`config.mk`:
```
export PLATFORM = sky130hd
export DESIGN_NAME = bmp24_stream_to_rgb565
export DESIGN_NICKNAME = d
export VERILOG_FILES = /design/src/sv/bmp_pkg.sv /design/src/sv/bmp_cfg.sv /design/src/sv/bmp_parser.sv /design/src/sv/bmp24_stream_to_rgb565.sv
export SDC_FILE = /design/constraint.sdc
export NUM_CORES = 1
export LEC_CHECK = 0
export ABC_CLOCK_PERIOD_IN_PS = 11790
export BUFFER_PORTS_ARGS = -buffer_cell sky130_fd_sc_hd__buf_2
export CELL_PAD_IN_SITES_DETAIL_PLACEMENT = 2
export CELL_PAD_IN_SITES_GLOBAL_PLACEMENT = 2
export CORE_UTILIZATION = 38
export DETAILED_ROUTE_END_ITERATION = 6
export PLACE_DENSITY = 0.79
export SYNTH_ARGS = -nofsm -noshare
export SYNTH_HDL_FRONTEND = slang
export SYNTH_HIERARCHICAL = 1
export SYNTH_SLANG_ARGS = --single-unit
```
`constraint.sdc`:
```
create_clock -name clk -period 11.79 [get_ports clk]
set_input_delay 1.7685 -clock clk [delete_from_list [all_inputs] [get_ports clk]]
set_output_delay 1.7685 -clock clk [all_outputs]
set_load 0.005 [all_outputs]
```
`src/sv/bmp_pkg.sv`:
```
// Shared types and constants for the BMP-to-RGB565 stream decoder.
// No dependencies; used by bmp_cfg, bmp_parser and bmp24_stream_to_rgb565.
package bmp_pkg;

	localparam int unsigned BYTE_W   = 8;
	localparam int unsigned ORIGIN_W = 10;
	localparam int unsigned BOX_W    = 11;
	localparam int unsigned POS_W    = 11;
	localparam int unsigned COLOR_W  = 16;
	localparam int unsigned KIND_W   = 2;
	localparam int unsigned DIM_W    = 16;
	localparam int unsigned CNT_W    = 32;
	localparam int unsigned CFG_IDX_W  = 2;
	localparam int unsigned CFG_DATA_W = 11;

	// register indexes
	localparam logic [CFG_IDX_W-1:0] REG_ORIGIN_X   = 2'd0;
	localparam logic [CFG_IDX_W-1:0] REG_ORIGIN_Y   = 2'd1;
	localparam logic [CFG_IDX_W-1:0] REG_BOX_WIDTH  = 2'd2;
	localparam logic [CFG_IDX_W-1:0] REG_BOX_HEIGHT = 2'd3;

	localparam logic [BOX_W-1:0] BOX_RESET = 11'd40;
	localparam logic [BOX_W-1:0] BOX_MAX   = 11'd1024;

	// result kinds
	localparam logic [KIND_W-1:0] KIND_PIXEL    = 2'd0;
	localparam logic [KIND_W-1:0] KIND_HDR_OK   = 2'd1;
	localparam logic [KIND_W-1:0] KIND_HDR_BAD  = 2'd2;

	// header format
	localparam logic [15:0]      BMP_MAGIC  = 16'h4D42;
	localparam logic [7:0]       DEPTH_24   = 8'd24;
	localparam logic [7:0]       RED_MASK   = 8'hF8;
	localparam logic [7:0]       GREEN_MASK = 8'hFC;
	localparam logic [CNT_W-1:0] HEADER_LEN = 32'd34;

	typedef struct packed {
		logic [ORIGIN_W-1:0] origin_x;
		logic [ORIGIN_W-1:0] origin_y;
		logic [BOX_W-1:0]    box_w;   // clamped to BOX_MAX
		logic [BOX_W-1:0]    box_h;   // clamped to BOX_MAX
	} cfg_t;

	typedef struct packed {
		logic [KIND_W-1:0]  kind;
		logic [POS_W-1:0]   pos_x;
		logic [POS_W-1:0]   pos_y;
		logic [COLOR_W-1:0] color;
		logic               last;
	} res_t;

endpackage

```
`src/sv/bmp_cfg.sv`:
```
// Configuration registers of the BMP decoder: box origin and clamped box size.
// Depends on bmp_pkg.
module bmp_cfg (
	input  logic                              clk,
	input  logic                              arst_n,
	input  logic                              cfg_wr_en,
	input  logic [bmp_pkg::CFG_IDX_W-1:0]     cfg_index,
	input  logic [bmp_pkg::CFG_DATA_W-1:0]    cfg_data,
	output bmp_pkg::cfg_t                     cfg
);

	logic [bmp_pkg::ORIGIN_W-1:0] origin_x_q, origin_y_q;
	logic [bmp_pkg::BOX_W-1:0]    box_w_q, box_h_q;

	always_ff @(posedge clk or negedge arst_n) begin
		if (!arst_n) begin
			origin_x_q <= '0;
			origin_y_q <= '0;
			box_w_q    <= bmp_pkg::BOX_RESET;
			box_h_q    <= bmp_pkg::BOX_RESET;
		end else if (cfg_wr_en) begin
			case (cfg_index)
				bmp_pkg::REG_ORIGIN_X:   origin_x_q <= cfg_data[bmp_pkg::ORIGIN_W-1:0];
				bmp_pkg::REG_ORIGIN_Y:   origin_y_q <= cfg_data[bmp_pkg::ORIGIN_W-1:0];
				bmp_pkg::REG_BOX_WIDTH:  box_w_q    <= cfg_data;
				bmp_pkg::REG_BOX_HEIGHT: box_h_q    <= cfg_data;
				default: ;
			endcase
		end
	end

	// oversized boxes act as the maximum
	always_comb begin
		cfg.origin_x = origin_x_q;
		cfg.origin_y = origin_y_q;
		cfg.box_w    = (box_w_q > bmp_pkg::BOX_MAX) ? bmp_pkg::BOX_MAX : box_w_q;
		cfg.box_h    = (box_h_q > bmp_pkg::BOX_MAX) ? bmp_pkg::BOX_MAX : box_h_q;
	end

endmodule

```
`src/sv/bmp_parser.sv`:
```
// Byte-wise BMP parser: header checks, offset skip, BGR triple packing, row padding.
// Depends on bmp_pkg. Updates its state on each step and gives at most one result.
module bmp_parser (
	input  logic                           clk,
	input  logic                           arst_n,
	input  logic                           step,
	input  logic [bmp_pkg::BYTE_W-1:0]     data_byte,
	input  logic                           first,
	input  bmp_pkg::cfg_t                  cfg,
	output logic                           res_valid,
	output bmp_pkg::res_t                  res
);

	typedef enum logic [1:0] {
		PH_HEADER = 2'd0,
		PH_SKIP   = 2'd1,
		PH_PIXELS = 2'd2,
		PH_DONE   = 2'd3
	} phase_t;

	logic [bmp_pkg::CNT_W-1:0] byte_count_q, pixel_start_q;
	logic [bmp_pkg::DIM_W-1:0] image_width_q, image_height_q;
	logic [bmp_pkg::DIM_W-1:0] column_count_q, row_count_q;
	logic                      header_good_q;
	phase_t                    phase_q;
	logic [1:0]                triple_q, pad_left_q;
	logic [7:0]                blue_q, green_q;

	logic [bmp_pkg::CNT_W-1:0] bc_n, ps_n;
	logic [bmp_pkg::DIM_W-1:0] iw_n, ih_n, col_n, row_n;
	logic                      hg_n;
	phase_t                    ph_n;
	logic [1:0]                tp_n, pl_n;
	logic [7:0]                blue_n, green_n;

	function automatic logic [bmp_pkg::BOX_W-1:0] min_box(
		input logic [bmp_pkg::DIM_W-1:0] dim,
		input logic [bmp_pkg::BOX_W-1:0] box
	);
		if (dim < {{(bmp_pkg::DIM_W-bmp_pkg::BOX_W){1'b0}}, box})
			return dim[bmp_pkg::BOX_W-1:0];
		return box;
	endfunction

	always_comb begin
		logic [5:0]                k;
		logic                      pix_go;
		logic                      good;
		logic [bmp_pkg::BOX_W-1:0] kw, kh;
		logic [bmp_pkg::DIM_W-1:0] kw_x, kh_x, col_inc, row_inc;

		// a marked byte restarts the parser before it is looked at
		if (first) begin
			bc_n = '0; ps_n = '0; iw_n = '0; ih_n = '0;
			hg_n = 1'b1; ph_n = PH_HEADER;
			col_n = '0; row_n = '0; tp_n = '0; pl_n = '0;
			blue_n = '0; green_n = '0;
		end else begin
			bc_n = byte_count_q; ps_n = pixel_start_q;
			iw_n = image_width_q; ih_n = image_height_q;
			hg_n = header_good_q; ph_n = phase_q;
			col_n = column_count_q; row_n = row_count_q;
			tp_n = triple_q; pl_n = pad_left_q;
			blue_n = blue_q; green_n = green_q;
		end

		res_valid = 1'b0;
		res       = '0;
		pix_go    = 1'b0;
		k         = bc_n[5:0];
		good      = 1'b0;
		kw        = '0;
		kh        = '0;
		kw_x      = '0;
		kh_x      = '0;
		col_inc   = '0;
		row_inc   = '0;

		case (ph_n)
			PH_HEADER: begin
				case (k)
					6'd0:  if (data_byte != bmp_pkg::BMP_MAGIC[7:0])  hg_n = 1'b0;
					6'd1:  if (data_byte != bmp_pkg::BMP_MAGIC[15:8]) hg_n = 1'b0;
					6'd10: ps_n[7:0]   = data_byte;
					6'd11: ps_n[15:8]  = data_byte;
					6'd12: ps_n[23:16] = data_byte;
					6'd13: ps_n[31:24] = data_byte;
					6'd18: iw_n[7:0]   = data_byte;
					6'd19: iw_n[15:8]  = data_byte;
					6'd22: ih_n[7:0]   = data_byte;
					6'd23: ih_n[15:8]  = data_byte;
					6'd26: if (data_byte != 8'd1) hg_n = 1'b0;
					6'd28: if (data_byte != bmp_pkg::DEPTH_24) hg_n = 1'b0;
					6'd27, 6'd29, 6'd30, 6'd31, 6'd32, 6'd33:
						if (data_byte != 8'd0) hg_n = 1'b0;
					default: ;
				endcase
				bc_n = bc_n + 1'b1;
				if (k == 6'(bmp_pkg::HEADER_LEN - 1)) begin
					good      = hg_n && (ps_n >= bmp_pkg::HEADER_LEN);
					kw        = min_box(iw_n, cfg.box_w);
					kh        = min_box(ih_n, cfg.box_h);
					res_valid = 1'b1;
					if (good) begin
						res.kind = bmp_pkg::KIND_HDR_OK;
						res.last = (kw == '0) || (kh == '0);
						ph_n     = res.last ? PH_DONE : PH_SKIP;
					end else begin
						res.kind = bmp_pkg::KIND_HDR_BAD;
						res.last = 1'b1;
						ph_n     = PH_DONE;
					end
				end
			end
			PH_SKIP: begin
				if (bc_n < ps_n) begin
					bc_n = bc_n + 1'b1;
				end else begin
					ph_n   = PH_PIXELS;
					pix_go = 1'b1;
				end
			end
			PH_PIXELS: pix_go = 1'b1;
			default: ;
		endcase

		if (pix_go) begin
			kw   = min_box(iw_n, cfg.box_w);
			kh   = min_box(ih_n, cfg.box_h);
			kw_x = {{(bmp_pkg::DIM_W-bmp_pkg::BOX_W){1'b0}}, kw};
			kh_x = {{(bmp_pkg::DIM_W-bmp_pkg::BOX_W){1'b0}}, kh};
			row_inc = row_n + 1'b1;
			col_inc = col_n + 1'b1;
			if (pl_n != 2'd0) begin
				// row padding
				pl_n = pl_n - 1'b1;
				if (pl_n == 2'd0) begin
					col_n = '0;
					row_n = row_inc;
					if (row_inc >= ih_n) ph_n = PH_DONE;
				end
			end else if (tp_n == 2'd0) begin
				blue_n = data_byte;
				tp_n   = 2'd1;
			end else if (tp_n == 2'd1) begin
				green_n = data_byte;
				tp_n    = 2'd2;
			end else begin
				tp_n = 2'd0;
				if (col_n < kw_x && row_n < kh_x) begin
					res_valid = 1'b1;
					res.kind  = bmp_pkg::KIND_PIXEL;
					res.pos_x = {1'b0, cfg.origin_x} + col_n[bmp_pkg::POS_W-1:0];
					res.pos_y = {1'b0, cfg.origin_y} + cfg.box_h - 11'd1
					            - row_n[bmp_pkg::POS_W-1:0];
					res.color = {data_byte[7:3], green_n[7:2], blue_n[7:3]};
					res.last  = (col_inc == kw_x) && (row_inc == kh_x);
				end
				if (res_valid && res.last) begin
					ph_n = PH_DONE;
				end else begin
					col_n = col_inc;
					if (col_inc >= iw_n) begin
						// pad to 4 bytes: 3*w mod 4 leaves w mod 4 bytes
						if (iw_n[1:0] != 2'd0) begin
							pl_n = iw_n[1:0];
						end else begin
							col_n = '0;
							row_n = row_inc;
							if (row_inc >= ih_n) ph_n = PH_DONE;
						end
					end
				end
			end
		end
	end

	always_ff @(posedge clk or negedge arst_n) begin
		if (!arst_n) begin
			byte_count_q   <= '0;
			pixel_start_q  <= '0;
			image_width_q  <= '0;
			image_height_q <= '0;
			header_good_q  <= 1'b1;
			phase_q        <= PH_HEADER;
			column_count_q <= '0;
			row_count_q    <= '0;
			triple_q       <= '0;
			pad_left_q     <= '0;
		end else if (step) begin
			byte_count_q   <= bc_n;
			pixel_start_q  <= ps_n;
			image_width_q  <= iw_n;
			image_height_q <= ih_n;
			header_good_q  <= hg_n;
			phase_q        <= ph_n;
			column_count_q <= col_n;
			row_count_q    <= row_n;
			triple_q       <= tp_n;
			pad_left_q     <= pl_n;
		end
	end

	// held color bytes are always written before use
	always_ff @(posedge clk) begin
		if (step) begin
			blue_q  <= blue_n;
			green_q <= green_n;
		end
	end

endmodule

```
`src/sv/bmp24_stream_to_rgb565.sv`:
```
// Top level of the 24-bit BMP byte stream to RGB565 pixel stream decoder.
// Depends on bmp_pkg, bmp_cfg and bmp_parser.

// Feed a BMP file one byte per request on the input channel, with first set
// on byte 0 of each file (after reset the parser already expects byte 0).
// At header byte 33 one result reports the header accepted or rejected;
// a rejected header (bad magic, planes, depth, compression, or data offset
// below 34) carries last and the rest of the file is ignored. After an
// accepted header the bytes up to the data offset are skipped, then each
// blue/green/red triple inside the box gives one pixel result at
// (origin_x + column, origin_y + box_height - 1 - row), rows bottom-up.
// Row padding and pixels outside the box are consumed without a result; the
// last kept pixel (or an accepted header with nothing to show) carries last,
// after which bytes are ignored until the next first. The block takes one
// byte per clock as long as results are taken: a byte is held in the input
// register, is parsed by the single-pass logic in bmp_parser and its result
// lands in the output register. Configuration writes take effect at once and
// should be made only while the block is idle; box sizes above 1024 act as
// 1024.
module bmp24_stream_to_rgb565 (
	input  logic                              clk,
	input  logic                              arst_n,
	// configuration
	input  logic                              cfg_wr_en,
	input  logic [bmp_pkg::CFG_IDX_W-1:0]     cfg_index,
	input  logic [bmp_pkg::CFG_DATA_W-1:0]    cfg_data,
	// byte requests
	input  logic                              in_valid,
	output logic                              in_ready,
	input  logic [bmp_pkg::BYTE_W-1:0]        data_byte,
	input  logic                              first,
	// result requests
	output logic                              out_valid,
	input  logic                              out_ready,
	output logic [bmp_pkg::KIND_W-1:0]        kind,
	output logic [bmp_pkg::POS_W-1:0]         pos_x,
	output logic [bmp_pkg::POS_W-1:0]         pos_y,
	output logic [bmp_pkg::COLOR_W-1:0]       color,
	output logic                              last
);

	bmp_pkg::cfg_t cfg;
	bmp_pkg::res_t res, res_q;
	logic          res_valid;

	// input register
	logic                       valid_s1;
	logic [bmp_pkg::BYTE_W-1:0] byte_s1;
	logic                       first_s1;

	logic out_valid_q;
	logic step;

	// the held byte is parsed when the output register is free or draining
	assign step     = valid_s1 && (!out_valid_q || out_ready);
	assign in_ready = !valid_s1 || step;

	bmp_cfg u_cfg (
		.clk       (clk),
		.arst_n    (arst_n),
		.cfg_wr_en (cfg_wr_en),
		.cfg_index (cfg_index),
		.cfg_data  (cfg_data),
		.cfg       (cfg)
	);

	bmp_parser u_parser (
		.clk       (clk),
		.arst_n    (arst_n),
		.step      (step),
		.data_byte (byte_s1),
		.first     (first_s1),
		.cfg       (cfg),
		.res_valid (res_valid),
		.res       (res)
	);

	always_ff @(posedge clk or negedge arst_n) begin
		if (!arst_n) begin
			valid_s1 <= 1'b0;
		end else if (in_ready) begin
			valid_s1 <= in_valid;
		end
	end

	always_ff @(posedge clk) begin
		if (in_valid && in_ready) begin
			byte_s1  <= data_byte;
			first_s1 <= first;
		end
	end

	// output register
	always_ff @(posedge clk or negedge arst_n) begin
		if (!arst_n) begin
			out_valid_q <= 1'b0;
		end else if (step) begin
			out_valid_q <= res_valid;
		end else if (out_ready) begin
			out_valid_q <= 1'b0;
		end
	end

	always_ff @(posedge clk) begin
		if (step && res_valid) begin
			res_q <= res;
		end
	end

	assign out_valid = out_valid_q;
	assign kind      = res_q.kind;
	assign pos_x     = res_q.pos_x;
	assign pos_y     = res_q.pos_y;
	assign color     = res_q.color;
	assign last      = res_q.last;

endmodule
```
# Yosys cells after proc, flatten, opt, wreduce, memory -nomap -nowiden
# Index checks and enable logic that the tools add are counted.
# word_totals
reg_bits	245
latchBits	0
ramBits	0
romBits	0
in_bits	27
out_inout_bits	43
elab_cells	249
mem_count	0
# op_classes
add_sub_neg	8
mul	0
n_div	0
magnitude_cmp	12
n_eq_ne	29
shift	0
muxes	145
bitwise_logic	1
n_reduce_logical	29
# op_table
op	count
41-bit 2-to-1 mux	9
16-bit 2-to-1 mux	22
8-bit 2-to-1 mux	25
11-bit 2-to-1 mux	16
32-bit 2-to-1 mux	4
16-bit by 11-bit less-than comparator with 1-bit output	6
32-bit one-hot mux with 2 select lines	1
6-bit by 5-bit == test with 1-bit output, second input constant	10
2-bit 2-to-1 mux	30
1-bit 2-to-1 mux	35
16-bit by 1-bit adder with 16-bit output, second input constant	2
32-bit by 1-bit adder with 32-bit output, second input constant	1
16-bit by 11-bit == test with 1-bit output	2
16-bit >= comparator	2
32-bit by 6-bit >= comparator with 1-bit output, second input constant	1
32-bit less-than comparator	1
6-bit by 4-bit == test with 1-bit output, second input constant	4
10-bit by 11-bit adder with 11-bit output	2
11-bit > comparator, second input constant	2
11-bit logical NOT	2
8-bit by 7-bit inequality test with 1-bit output, second input constant	2
6-bit == test, second input constant	2
11-bit by 1-bit subtractor with 11-bit output, second input constant	1
11-bit subtractor	1
20 further kinds	41

# Depth between registers and ports, before layout
# depth
depth_word	27
depth_mapped	40
ltp_nobuf	29

# By module
# Netlist, hierarchy kept.
# by_module_without_submodules
mod	n_inst	cells_each	area_per_inst_um2	seq_area_each_um2
bmp_parser	1	1866	14607.8	3709.8
bmp_cfg	1	116	1780.5	1056.0
bmp24_stream_to_rgb565	1	60	1610.3	1551.5

# Least setup slack after synthesis
# No wires, ideal clock.
# synth_timing
path_type	register to register
start	register first_s1
end	register res_q, in the netlist color[0] (enable)
setup_time_ps	444
t_arrival_ps	8741
t_required_ps	11346
slack_ps	2605
stages_incl_launch_ff	37
path_cell_list	edfxtp_1 -> buf_2 -> buf_2 -> buf_2 -> buf_2 -> buf_1 -> clkbuf_1 -> buf_1 -> clkbuf_1 -> nor2b_1 -> ha_1 -> nor2b_1 -> and3_1 -> buf_2 -> a21oi_1 -> inv_1 -> ha_1 -> a211oi_1 -> o311ai_0 -> o21ai_0 -> a21oi_1 -> nor2_1 -> buf_2 -> nand2_1 -> o21ai_0 -> ha_1 -> nor2b_1 -> o21a_1 -> o21ai_0 -> nand3_1 -> a211o_1 -> or3_1 -> clkbuf_1 -> clkbuf_1 -> nand2_1 -> nand2_1 -> nor2b_1
# synth_via
elab_chain_cells	22
elab_cells_between_ends	60
classes_between	order compare: 5; eq/ne: 8; mux: 42; reduce/logical: 5
# synth_rtl
element	line_no	source
start, declared	bmp24_stream_to_rgb565.sv:49	logic first_s1;
start signal, assigned	bmp24_stream_to_rgb565.sv:89	first_s1 <= first;
32-bit 2-to-1 mux	bmp_parser.sv:53	if (first) begin
6-bit by 5-bit == test with 1-bit output	bmp_parser.sv:81	case (k)
8-bit 2-to-1 mux	bmp_parser.sv:81	
8-bit 2-to-1 mux	bmp_parser.sv:79	case (ph_n)
16-bit 2-to-1 mux (*)	bmp_parser.sv:79	
net u_parser.ih_n, one bit	bmp_parser.sv:30	logic [bmp_pkg::DIM_W-1:0] iw_n, ih_n, col_n, row_n;
16-bit by 11-bit less-than comparator with 1-bit output	bmp_parser.sv:40	if (dim < {{(bmp_pkg::DIM_W-bmp_pkg::BOX_W){1'b0}}, box})
1-bit 2-to-1 mux	bmp_parser.sv:40	
(+8 left out)	-	
1-bit 2-to-1 mux (*)	bmp_parser.sv:134	if (pl_n != 2'd0) begin
1-bit 2-to-1 mux (*)	bmp_parser.sv:127	if (pix_go) begin
1-bit 2-to-1 mux (*)	bmp_parser.sv:145	end else if (tp_n == 2'd1) begin
1-bit 2-to-1 mux (*)	bmp_parser.sv:142	end else if (tp_n == 2'd0) begin
1-bit 2-to-1 mux (*)	bmp_parser.sv:134	
1-bit 2-to-1 mux (*)	bmp_parser.sv:127	
net res_valid	bmp24_stream_to_rgb565.sv:44	logic res_valid;
1-bit logical AND (*)	bmp24_stream_to_rgb565.sv:105	if (step && res_valid) begin
end signal, assigned	bmp24_stream_to_rgb565.sv:106	res_q <= res;
end, declared	bmp24_stream_to_rgb565.sv:43	bmp_pkg::res_t res, res_q;
# Mark *: on every way through the listed nets, which the timed path passes. The rest lies on a longest branch. The select of a mux whose other input is x is not followed.
# A chain may end at the register's enable or synchronous reset.

# Worst setup path after layout
# layout_timing
start	register first_s1
end	register u_parser/column_count_q[13] in the netlist's numbering
# layout_via
elab_cells_between_ends	132
classes_between	add/sub: 3; order compare: 9; eq/ne: 22; mux: 84; reduce/logical: 14
# layout_lines
element	line_no	source
32-bit 2-to-1 mux	bmp_parser.sv:53	
6-bit by 5-bit == test with 1-bit output	bmp_parser.sv:81	
8-bit 2-to-1 mux	bmp_parser.sv:81	
8-bit 2-to-1 mux	bmp_parser.sv:79	
16-bit 2-to-1 mux (*)	bmp_parser.sv:79	
net u_parser.ih_n, one bit	bmp_parser.sv:30	
16-bit by 11-bit less-than comparator with 1-bit output	bmp_parser.sv:40	
1-bit 2-to-1 mux	bmp_parser.sv:40	
(+8 left out)	-	
1-bit 2-to-1 mux or 41-bit 2-to-1 mux (tied branches)	bmp_parser.sv:134	
1-bit 2-to-1 mux or 41-bit 2-to-1 mux (tied branches)	bmp_parser.sv:127	
1-bit logical AND (*)	bmp_parser.sv:159	if (res_valid && res.last) begin
16-bit 2-to-1 mux (*)	bmp_parser.sv:159	
16-bit 2-to-1 mux (*)	bmp_parser.sv:145	
16-bit 2-to-1 mux (*)	bmp_parser.sv:142	
16-bit 2-to-1 mux (*)	bmp_parser.sv:134	
16-bit 2-to-1 mux (*)	bmp_parser.sv:127	
end signal, assigned	bmp_parser.sv:197	column_count_q <= col_n;
end, declared	bmp_parser.sv:23	logic [bmp_pkg::DIM_W-1:0] column_count_q, row_count_q;
# Marks and branches as above.

==> results.cfg <==
[clock_network]
cts_tree = built
htreeDepth = 1
cts_buffer_depth = 3
clk_latency_ns = 0.61
cts_resized = 0
hold_buffers = 0
clock-sinks = 240
cts_setup_buffers = 0
clk_pin_slew_ns = 0.06
cts_buffers = 31
clockRootBuffer = clkbuf_16

[critical_path]
critPathMaxFanout = 40
worstPathArrival_ns = 9.72
worstPathRequired_ns = 12.19
slowest_stage = a21oi_1
cp-start-kind = flip-flop
path_class = reg2reg
max_stage_delay_ns = 0.99
r2r_cells = 25
end_kind = flip-flop

[detailed_routing]
drt_iter0_markers = 973
wl_per_cell_um = 26.79
ant_nets = 0
drt-vias-per-instance = 6.115
drc = 8
vias = 16460
firstDrtPassIters = 7
wl_um = 72100

[synth]
synthCells = 2042
async_flop_share_pct = 74.58
yosysSeqAreaShare_pct = 35.10
syn-cell-area_um2 = 18000
ys_seq_elements = 240
synth_warnings = 6
synth.area.top_cells = dfrtp_1 24%, ha_1 10%, edfxtp_1 10%, nand2_1 3.9%, nor2_1 3.8%
syn_nets = 2231
yosysMostFrequentCell = nand2_1
netlist.top_cell.by_area = dfrtp_1
synth_cell_types = 88
synth_ff_type = dfrtp_1
postSynthAreaPerCell_um2 = 8.814
netlist.area_leader.share_pct = 24.19
synthTopCellsByCount = 189 x nand2_1, 183 x nor2_1, 174 x dfrtp_1, 150 x ha_1, 149 x inv_1
synth_edf_count = 61

[power]
combPwrFrac_pct = 28.2
irDropWorstVdd_mv = 0.1027
power_frac_clock_pct = 37.3
seqPwrFrac_pct = 34.5
p_per_area_nw_per_um2 = 141.7
power.internal_mw = 1.851
swShare_pct = 34.59
p_sw_mw = 0.9786
power_leakage_nw = 8.787

[place]
dp_hpwl_um = 52300
io_buffers = 69
dp_slack_ns = 2.781
dp_cells = 2633
finalWeightedCongestion = 0.8895

[timing]
fin_skew_ns = 0.02723
tightest_slew_ns = 1.237
fmax_ghz = 0.1073
slew_violations = 0
hold_violations = 0
slew_headroom_pct = 17.21
rsz0062_at_grt = false
fin_ws_ns = 2.470
fin_crit_ns = 9.320
period_share_pct = 79.05
setup_violations = 0
tns_ns = 0

[grt]
grt_max_degree = 167
met2_usage_pct = 51.34
busiest_layer = met2
use_met3_pct = 2.995
antenna_found_initial = 0
grt_pass1_vias = 17810
grt-ovfl-total = 0
met1_usage_pct = 39.90
grtUsageTotal_pct = 29.82
grt_pass1_wl_um = 110000

[floorplan]
fp.dieW_um = 219.6
die_h_um = 219.6
die_area_um2 = 48240
start_util_pct = 38.58
num_rows = 79
coreArea_um2 = 46650
boundaryPins = 70

[finish]
final-instance-count-excl-fill = 2691
area_growth_pct = 10.93
antenna_cells = 0
nets = 2248
layout-drive-gt1-share_pct = 11.80

[worst_hold_path]
min_path_cells = 1
hold_class = reg2reg

[job]
max_cap_violations = 0

[outcome]
status = finished, violations left
violations = design-rule violations
## registers in the layout, indices dropped and copies added (netlist names), 11 cells and up
| name | flops |
|---|---|
| u_parser/image_height_q | 16 |
| pos_y | 11 |
| u_parser/pixel_start_q | 32 |
| u_parser/byte_count_q | 32 |
| u_parser/row_count_q | 16 |
| u_parser/column_count_q | 16 |
| color | 16 |
| pos_x | 11 |
| u_cfg/box_h_q | 11 |
| u_cfg/box_w_q | 11 |
| u_parser/image_width_q | 16 |
## kinds of logic after synthesis
| family | count (synthesis) | synth area share (%) |
|---|---|---|
| AOI/OAI and AO/OA | 525 | 19.37 |
| xor gates and xnor gates | 61 | 2.968 |
| buffers and inverters | 261 | 5.825 |
| muxes | 85 | 5.381 |
| and+or+nand+nor | 708 | 19.59 |
| adders and majority gates | 162 | 11.76 |
| DFF | 240 | 35.10 |
## layout make-up
| type | count | area, um^2 |
|---|---|---|
| Clock buffer | 40 | 890.9 |
| Clock inverter | 18 | 237.7 |
| Fill cell | 5082 | 26690 |
| Inverter | 152 | 570.5 |
| Multi-Input combinational cell | 1541 | 10640 |
| Sequential cell | 240 | 6317 |
| Tap cell | 607 | 759.5 |
| Timing Repair Buffer | 93 | 546.8 |
## power groups by stage
stage	Sequential (mW)	Clock, mW	Combinational (mW)
3_5_place_dp	0.990	0	0.778
2_1_floorplan	0.955	0	0.539
5_1_grt	0.984	1.10	0.869
3_3_place_gp	0.984	0	0.734
6_report	0.977	1.05	0.798
4_1_cts	0.976	1.08	0.793
## per-stage QoR
stage	total power, mW	utilization, %	hold WS [ns]	instance area, um^2
after floorplan	1.494	-	0.4374	18000
after global placement	1.717	40.38	0.4537	18840
after detailed placement	1.769	40.38	0.4686	18840
after CTS	2.846	42.80	0.4767	19970
after global routing	2.957	42.80	0.5003	19970
final	2.829	42.80	0.4746	19970
## per-layer routing
metal	share of wire [%]	vias to the layer above
li1	-	7395
met1	45	8572
met2	49	381
met3	3.8	108
met4	2.5	0
met5	0	-
## path summary, 6_finish.rpt
kind | slack [ns] | from | endpoint
worst max register to register | 2.47 | first_s1$_DFFE_PP_ | u_parser/column_count_q[13]$_DFFE_PN0P_
min in group asynchronous | 1.20 | arst_n | u_parser/byte_count_q[27]$_DFFE_PN0P_
worst min register to register | 0.47 | u_parser/byte_count_q[31]$_DFFE_PN0P_ | u_parser/byte_count_q[31]$_DFFE_PN0P_
worst max-delay path | 2.47 | first_s1$_DFFE_PP_ | u_parser/column_count_q[13]$_DFFE_PN0P_
worst min-delay path | 0.47 | u_parser/byte_count_q[31]$_DFFE_PN0P_ | u_parser/byte_count_q[31]$_DFFE_PN0P_
max in group asynchronous | 9.11 | arst_n | u_parser/row_count_q[13]$_DFFE_PN0P_
## cells in the final DEF, fill, tap and decap left out, drive strengths merged, types with 16 or more instances in the layout
cell    count
a211oi     16
a21o       43
a21oi     134
a22o       35
buf        92
clkbuf     41
dfrtp     174
edfxtp     61
ha        150
inv       153
mux2       61
mux2i      24
nand2     189
nand2b     16
nand3      57
nand4      31
nor2      183
nor2b      81
nor3       30
nor4       29
o21ai     122
o31ai      32
xnor2      50
## worst max-delay path, delay by kind of cell (launching register included)
family | cells | cell delay, ns
AOI/OAI and AO/OA | 12 | 4.32
adders and majority gates | 3 | 0.96
buffers and inverters | 2 | 0.76
DFF | 1 | 0.45
and+or+nand+nor | 8 | 2.60
Note: power is estimated with default switching activity, not from simulation.
